File: config.mk
export PLATFORM = sky130hd
export DESIGN_NAME = serial_adc_read_sequencer_core
export DESIGN_NICKNAME = d
export VERILOG_FILES = /design/src/design/sadc_pkg.sv /design/src/design/sadc_step.sv /design/src/design/serial_adc_read_sequencer_core.sv
export SDC_FILE = /design/constraint.sdc
export NUM_CORES = 1
export LEC_CHECK = 0
export BUFFER_PORTS_ARGS = -buffer_cell sky130_fd_sc_hd__buf_4
export CAP_MARGIN = 30
export CELL_PAD_IN_SITES_DETAIL_PLACEMENT = 1
export CELL_PAD_IN_SITES_GLOBAL_PLACEMENT = 1
export CORE_MARGIN = 4
export CORE_UTILIZATION = 25
export CTS_CLUSTER_DIAMETER = 120
export DETAILED_ROUTE_END_ITERATION = 6
export PLACE_DENSITY = 0.56
export SLEW_MARGIN = 20
export SYNTH_ARGS = -nofsm -noshare
export SYNTH_HDL_FRONTEND = slang
export SYNTH_HIERARCHICAL = 1
export SYNTH_SLANG_ARGS = --single-unit
File: constraint.sdc
create_clock -name clk -period 5.25 [get_ports clk]
set_clock_uncertainty 0.15 [all_clocks]
set_input_delay 0.525 -clock clk [delete_from_list [all_inputs] [get_ports clk]]
set_output_delay 0.525 -clock clk [all_outputs]
set_load 0.02 [all_outputs]
File: src/design/sadc_pkg.sv
// Shared constants and types for the serial converter read sequencer.
package sadc_pkg;

  localparam int DATA_BITS_DEF   = 8;
  localparam int PHASE_W         = 6;
  localparam int TICK_W          = 8;
  localparam int SAMPLE_W        = 8;

  localparam logic [TICK_W-1:0] HALF_PERIOD_RST = 8'd1;

  // half period boundaries of the command frame
  localparam logic [PHASE_W-1:0] H_START_END  = 6'd3;
  localparam logic [PHASE_W-1:0] H_ODD_END    = 6'd5;
  localparam logic [PHASE_W-1:0] H_SEL_END    = 6'd7;
  localparam logic [PHASE_W-1:0] H_SETTLE     = 6'd8;
  localparam logic [PHASE_W-1:0] H_FIRST_SAMP = 6'd10;

  // pin levels for one tick
  typedef struct packed {
    logic cs_n;
    logic sclk;
    logic dio_out;
    logic dio_drive;
    logic busy;
    logic done;
  } pins_t;

endpackage

File: src/design/sadc_step.sv
// Next-state and pin logic for one tick of the read sequence.
module sadc_step #(
  parameter int DATA_BITS = sadc_pkg::DATA_BITS_DEF
) (
  input  logic [sadc_pkg::PHASE_W-1:0]  phase_i,
  input  logic [sadc_pkg::TICK_W-1:0]   tick_i,
  input  logic [DATA_BITS-1:0]          msb_i,
  input  logic [DATA_BITS-1:0]          lsb_i,
  input  logic [1:0]                    chan_i,
  input  logic [sadc_pkg::TICK_W-1:0]   half_period,
  input  logic                          start_req,
  input  logic [1:0]                    channel,
  input  logic                          dio_in,
  output logic [sadc_pkg::PHASE_W-1:0]  phase_nxt,
  output logic [sadc_pkg::TICK_W-1:0]   tick_nxt,
  output logic [DATA_BITS-1:0]          msb_nxt,
  output logic [DATA_BITS-1:0]          lsb_nxt,
  output logic [1:0]                    chan_nxt,
  output sadc_pkg::pins_t               pins,
  output logic                          words_match,
  output logic [sadc_pkg::SAMPLE_W-1:0] word_top
);

  localparam int PW       = sadc_pkg::PHASE_W;
  localparam int TW       = sadc_pkg::TICK_W;
  localparam int NUM_HALVES = 9 + 4 * DATA_BITS;
  localparam int IDX_W    = $clog2(DATA_BITS);

  localparam logic [PW-1:0] LAST_HALF = PW'(NUM_HALVES - 1);
  localparam logic [PW-1:0] MSB_LAST  = PW'(DATA_BITS - 1);
  localparam logic [PW-1:0] BITS_PW   = PW'(DATA_BITS);

  logic          start;
  logic [PW-1:0] ph_eff;
  logic [TW-1:0] tick_eff;
  logic [DATA_BITS-1:0] msb_eff;
  logic [DATA_BITS-1:0] lsb_eff;
  logic [1:0]    chan_eff;
  logic [PW-1:0] h;
  logic [PW-1:0] s;
  logic [PW-1:0] lsb_pos;
  logic [TW-1:0] hp;
  logic          half_end;
  logic          sample_slot;
  logic          level;

  assign start    = (phase_i == '0) && start_req;
  assign ph_eff   = start ? PW'(1) : phase_i;
  assign tick_eff = start ? '0 : tick_i;
  assign msb_eff  = start ? '0 : msb_i;
  assign lsb_eff  = start ? '0 : lsb_i;
  assign chan_eff = start ? channel : chan_i;
  assign h        = ph_eff - PW'(1);
  assign s        = (h - sadc_pkg::H_FIRST_SAMP) >> 1;
  assign lsb_pos  = s - MSB_LAST;
  assign hp       = (half_period == '0) ? TW'(1) : half_period;
  assign half_end = ({1'b0, tick_eff} + (TW+1)'(1)) >= {1'b0, hp};
  assign sample_slot = half_end && (h >= sadc_pkg::H_FIRST_SAMP) && !h[0];

  always_comb begin
    if (h <= sadc_pkg::H_START_END) begin
      level = 1'b1;
    end else if (h <= sadc_pkg::H_ODD_END) begin
      level = chan_eff[0];
    end else if (h <= sadc_pkg::H_SEL_END) begin
      level = chan_eff[1];
    end else if (h == sadc_pkg::H_SETTLE) begin
      level = 1'b1;
    end else begin
      level = 1'b0;
    end
  end

  always_comb begin
    msb_nxt   = msb_eff;
    lsb_nxt   = lsb_eff;
    tick_nxt  = tick_eff;
    phase_nxt = ph_eff;
    chan_nxt  = chan_eff;
    pins      = '{cs_n: 1'b1, sclk: 1'b0, dio_out: 1'b0, dio_drive: 1'b0,
                  busy: 1'b0, done: 1'b0};
    if (ph_eff != '0) begin
      pins.cs_n      = 1'b0;
      pins.busy      = 1'b1;
      pins.sclk      = h[0];
      pins.dio_drive = (h <= sadc_pkg::H_SETTLE);
      pins.dio_out   = level;
      if (half_end) begin
        tick_nxt = '0;
        if (sample_slot) begin
          if (s < BITS_PW) begin
            msb_nxt = {msb_eff[DATA_BITS-2:0], dio_in};
            // last MSB-first bit is also bit 0 of the LSB-first word
            if (s == MSB_LAST) begin
              lsb_nxt[0] = lsb_eff[0] | dio_in;
            end
          end else if (lsb_pos < BITS_PW) begin
            lsb_nxt[lsb_pos[IDX_W-1:0]] = lsb_eff[lsb_pos[IDX_W-1:0]] | dio_in;
          end
        end
        if (h >= LAST_HALF) begin
          pins.done = 1'b1;
          phase_nxt = '0;
        end else begin
          phase_nxt = ph_eff + PW'(1);
        end
      end else begin
        tick_nxt = tick_eff + TW'(1);
      end
    end
  end

  assign words_match = (msb_nxt == lsb_nxt);
  assign word_top    = msb_nxt[DATA_BITS-1 -: sadc_pkg::SAMPLE_W];

endmodule

File: src/design/serial_adc_read_sequencer_core.sv
// Top level of the serial converter read sequencer: request registers, state, result register.
// Each request is one tick of the pin sequence; one enters every cycle unless a held result
// waits on out_ready, and passes the input register, then the result register, with one
// request in flight per stage. A conversion spans (9 + 4*DATA_BITS) serial clock half
// periods of cfg_wr_data ticks each (0 acts as 1); the chip select, clock and data pin
// levels of each tick come back in its result, and sample/mismatch update on the tick
// with out_done_res high. A start request while a conversion runs is ignored.
module serial_adc_read_sequencer_core #(
  parameter int DATA_BITS = sadc_pkg::DATA_BITS_DEF
) (
  input  logic                          clk,
  input  logic                          rst_n,
  input  logic                          cfg_wr_en,
  input  logic [sadc_pkg::TICK_W-1:0]   cfg_wr_data,
  input  logic                          in_valid,
  output logic                          in_ready,
  input  logic                          in_start_req,
  input  logic [1:0]                    in_channel,
  input  logic                          in_dio_in,
  output logic                          out_valid,
  input  logic                          out_ready,
  output logic                          out_cs_n,
  output logic                          out_sclk,
  output logic                          out_dio_out,
  output logic                          out_dio_drive,
  output logic                          out_busy_res,
  output logic                          out_done_res,
  output logic [sadc_pkg::SAMPLE_W-1:0] out_sample,
  output logic                          out_mismatch
);

  localparam int PW = sadc_pkg::PHASE_W;
  localparam int TW = sadc_pkg::TICK_W;
  localparam int SW = sadc_pkg::SAMPLE_W;

  logic [TW-1:0]        half_period_r;
  logic                 in_valid_r;
  logic                 start_r;
  logic [1:0]           channel_r;
  logic                 dio_r;
  logic [PW-1:0]        phase_r, phase_nxt;
  logic [TW-1:0]        tick_r, tick_nxt;
  logic [DATA_BITS-1:0] msb_r, msb_nxt;
  logic [DATA_BITS-1:0] lsb_r, lsb_nxt;
  logic [1:0]           chan_r, chan_nxt;
  logic [SW-1:0]        last_sample_r;
  logic                 last_mismatch_r;
  logic                 out_valid_r;
  sadc_pkg::pins_t      pins, pins_r;
  logic                 words_match;
  logic [SW-1:0]        word_top;
  logic                 proc;
  logic [SW-1:0]        sample_nxt;
  logic                 mismatch_nxt;

  assign proc     = in_valid_r && (!out_valid_r || out_ready);
  assign in_ready = !in_valid_r || proc;

  sadc_step #(
    .DATA_BITS(DATA_BITS)
  ) u_step (
    .phase_i    (phase_r),
    .tick_i     (tick_r),
    .msb_i      (msb_r),
    .lsb_i      (lsb_r),
    .chan_i     (chan_r),
    .half_period(half_period_r),
    .start_req  (start_r),
    .channel    (channel_r),
    .dio_in     (dio_r),
    .phase_nxt  (phase_nxt),
    .tick_nxt   (tick_nxt),
    .msb_nxt    (msb_nxt),
    .lsb_nxt    (lsb_nxt),
    .chan_nxt   (chan_nxt),
    .pins       (pins),
    .words_match(words_match),
    .word_top   (word_top)
  );

  always_comb begin
    sample_nxt   = last_sample_r;
    mismatch_nxt = last_mismatch_r;
    if (pins.done) begin
      sample_nxt   = words_match ? word_top : '0;
      mismatch_nxt = !words_match;
    end
  end

  always_ff @(posedge clk) begin
    if (!rst_n) begin
      half_period_r <= sadc_pkg::HALF_PERIOD_RST;
    end else if (cfg_wr_en) begin
      half_period_r <= cfg_wr_data;
    end
  end

  always_ff @(posedge clk) begin
    if (!rst_n) begin
      in_valid_r <= 1'b0;
    end else if (in_ready) begin
      in_valid_r <= in_valid;
    end
  end

  always_ff @(posedge clk) begin
    if (in_valid && in_ready) begin
      start_r   <= in_start_req;
      channel_r <= in_channel;
      dio_r     <= in_dio_in;
    end
  end

  always_ff @(posedge clk) begin
    if (!rst_n) begin
      phase_r         <= '0;
      tick_r          <= '0;
      msb_r           <= '0;
      lsb_r           <= '0;
      chan_r          <= '0;
      last_sample_r   <= '0;
      last_mismatch_r <= 1'b0;
    end else if (proc) begin
      phase_r         <= phase_nxt;
      tick_r          <= tick_nxt;
      msb_r           <= msb_nxt;
      lsb_r           <= lsb_nxt;
      chan_r          <= chan_nxt;
      last_sample_r   <= sample_nxt;
      last_mismatch_r <= mismatch_nxt;
    end
  end

  always_ff @(posedge clk) begin
    if (!rst_n) begin
      out_valid_r <= 1'b0;
    end else if (proc) begin
      out_valid_r <= 1'b1;
    end else if (out_ready) begin
      out_valid_r <= 1'b0;
    end
  end

  // result payload; last_* regs carry the same sample/mismatch values
  always_ff @(posedge clk) begin
    if (proc) begin
      pins_r <= pins;
    end
  end

  assign out_valid     = out_valid_r;
  assign out_cs_n      = pins_r.cs_n;
  assign out_sclk      = pins_r.sclk;
  assign out_dio_out   = pins_r.dio_out;
  assign out_dio_drive = pins_r.dio_drive;
  assign out_busy_res  = pins_r.busy;
  assign out_done_res  = pins_r.done;
  assign out_sample    = last_sample_r;
  assign out_mismatch  = last_mismatch_r;

endmodule
==> metrics.md <==
| Metric | Value |
|---|---|
| DRT Pass-1 Iters | 5 |
| Crit path DAT | 5270 ps |
| Largest net degree at the start of global routing | 93 |
| Final setup fails | 0 |
| Setup WS pre-CTS | -42.59 ps |
| Top_reg_cell synth | dfxtp_1 |
| Die area | 18850 um2 |
| Hold WS | between 200 and 250 ps |
| Yosys warnings | 6 |
| # port buffers | 33 |
| Slew HR | 0.4179 |
| Initial antenna violation count | 0 |
| Clk pin slew, worst setup/hold paths | about 50 ps |
| Gr ovfl total | 0 |
| Boundary pin count | 34 |
| DRC | 0 |
| Non-filler instance count after layout | 759 |
| Critical path required time | approximately 5300 ps |
| Power Dens Cells | roughly 260 nW/um2 |
| Root buffer cell | clkbuf_16 |
| Total GRT Usage | 0.1323 |
| Core Util, Final | 0.3216 |
| Fin. Hold Viols | 0 |
| Ranking of synthesized cells by area | dfxtp_1 (24%), mux2i_1 (15%), nand2_1 (9.8%) |
| Clock buffer depth | 2 |
| Post-synth EDFFs | 10 |
| TNS Setup | 0 ps |
| Vias post-DR | about 3600 |
| Starting Density | 0.2539 |
| CTS Sinks | between 60 and 70 |
| Final WS setup | about 45 ps |
| Post-route ant nets | 0 |
| Max FO, Critical Path | 5 |
| Via density | 4.692 |
| Drt initial violations | 200 |
| CTS tree | yes |
| TritonCTS Buffers | 9 |
| Post-synthesis net count | between 500 and 600 |
| Crit. End Element | flip-flop |
| Die Height | ~140 um |
| GPL Wtd Cong | about 0.81 |
| Count of different cell masters after synthesis | between 60 and 70 |
| Area of the core | approximately 16000 um2 |
| Peak VDD IR | 0.0001597 V |
| Final Slew Violations | 0 |
| Skew-Pair Late Insertion Delay | 330 ps |
| F_max | approximately 0.19 GHz |
| Mapped Cells | about 490 |
| Minimum clock period after layout | 5205 ps |
| Final #Nets | 565 |
| # hold bufs at CTS | 0 |
| # diodes | 0 |
| Fin crit share | 0.9914 |
| RSZ-0062 raised after global routing | true |
| Hpwl dp | 8.451 mm |
| Max-Cap Viols | 0 |
| Detailed Route WL | approximately 12 mm |
| Post-Syn Area | roughly 4200 um2 |
| First-pass GRT wire length | slightly below 20 mm |
| Flops & latches, synth | 61 |
| Status | finished, final reports clean |
| Area share of the largest cell type after synthesis | 0.2442 |
| Register area share after synthesis | 0.3161 |
| Leak | 2.045 nW |
| Placed insts | between 700 and 800 |
| Setup CP Type | reg2reg |
| Area leader, netlist | dfxtp_1 |
| Startpoint Class | flip-flop |
| H-tree depth | 3 |
| Mean Syn Cell Area | between 8 and 9 um2 |
| # rows | between 40 and 50 |
| Area delta synth->final | 26.67% |
| Vias in the first global route | 3784 |
| Worst Tran Pin Value | just under 900 ps |
| Async SR Flop Fraction | 0 |
| Chip Width | ~140 um |
| Worst Hold Class | in2reg |
| Layout cells sized above 1 | 0.2468 |
| Wire per inst | approximately 16 um |
-- state kept, by name, summed over array words and instances, names as in the netlist, 2 cells and up --
| name | count |
|---|---|
| chan_r | 2 |
| channel_r | 2 |
| half_period_r | 8 |
| lsb_r | 8 |
| msb_r | 8 |
| out_sample | 8 |
| phase_r | 6 |
| tick_r | 8 |
-- per-layer routing --
metal | vias to the layer above | share of wire | routed length, um | track usage
li1 | 1770 | - | - | -
met1 | 1736 | 0.46 | 5562 | 0.1620
met2 | 38 | 0.49 | 5837 | 0.2251
met3 | 17 | 0.027 | 326 | 0.03543
met4 | 0 | 0.023 | 271 | 0.04324
met5 | - | 0 | 0 | 0
-- cells by family after synthesis --
logic type,after synthesis,share of synthesized area
buf+inv,57,0.08381
mux,69,0.1706
fa+ha+maj,14,0.04190
xor+xnor,19,0.03981
simple gates,209,0.2415
compound gates,62,0.1063
flops,61,0.3161
-- worst paths after layout --
path	slack [ps]	cells past startpoint	from	to
setup reg to reg	50	22	start_r	out_mismatch
setup / recovery	50	22	start_r	out_mismatch
hold reg to reg	310	2	out_sample[4]	out_sample[4]
hold / removal	220	1	in_dio_in	dio_r
-- cells in the final DEF (no fill, tap or decap), types with 10 or more instances in the layout --
| master | instances |
|---|---|
| a21oi_1 | 10 |
| buf_4 | 67 |
| clkbuf_16 | 11 |
| dfxtp_1 | 51 |
| edfxtp_1 | 10 |
| ha_1 | 12 |
| inv_1 | 16 |
| mux2i_1 | 57 |
| nand2_1 | 109 |
| nand3_1 | 13 |
| nor2_1 | 24 |
| o21ai_0 | 11 |
| xnor2_1 | 11 |
-- critical path: stages, from the launching register on --
cell and delay [ps]:
edfxtp_1 390, or4b_4 490, or4_4 550, and2_4 170
ha_4 150, and3_4 180, and3_4 190, xnor2_2 140
nor2_1 70, ha_1 310, and3_4 160, a221oi_2 250
o21ai_2 110, o21ai_2 220, a211o_4 170, buf_12 150
mux2i_4 280, xnor2_2 140, nand4_1 130, nor4_2 300
buf_4 200, nand2b_1 110, mux2i_1 80
-- metrics by stage --
stage / power, mW / instance area, um2
6_report: 1.392 / 5295
5_1_grt: 1.456 / 5295
4_1_cts: 1.411 / 5199
3_5_place_dp: 0.7211 / 4731
3_3_place_gp: 0.7170 / 4731
2_1_floorplan: 0.6565 / 4310
-- report_power, final --
part	internal (mW)	switching [mW]	total, mW	leakage (nW)
Clock	0.457	0.212	0.668	0.165
Combinational	0.0894	0.138	0.228	1.37
Sequential	0.489	0.00697	0.495	0.509
Total	1.03	0.357	1.39	2.04
-- final cells by class --
cell class | count | area [um2]
clock buffer | 13 | 271.5
clock inverter | 3 | 65.06
fill | 1938 | 11170
inverter | 17 | 63.81
multi-input combinational | 373 | 2714
sequential | 61 | 1321
tap | 220 | 275.3
timing repair buffer | 72 | 584.3
-- Yosys cell counts (2+ instances only) --
master,instances
a2111oi_0,2
a211oi_1,3
a21o_1,4
a21oi_1,10
a32o_1,2
and2_1,9
and3_1,7
buf_12,4
buf_2,6
buf_4,9
buf_6,4
clkbuf_1,17
dfxtp_1,51
edfxtp_1,10
ha_1,14
inv_1,16
mux2_2,4
mux2i_1,63
nand2_1,109
nand2b_1,3
nand3_1,15
nand3b_1,2
nand4_1,2
nor2_1,25
nor2b_1,9
nor2b_4,2
nor3_1,6
nor3b_1,2
nor4_1,6
o211ai_1,5
o21a_1,3
o21ai_0,11
o21ai_2,2
o21bai_1,2
o31ai_1,2
or2_2,2
or3_1,2
xnor2_1,14
xor2_1,5
-- what timing repair did --
| action | CTS | global route |
|---|---|---|
| gates cloned | 1 | 1 |
| gates resized for setup | 9 | 10 |
| setup buffers | 11 | 2 |
| pin swaps | 14 | 1 |
| setup endpoints to repair | 9 | 9 |
Power figures use the tool's default switching activity.
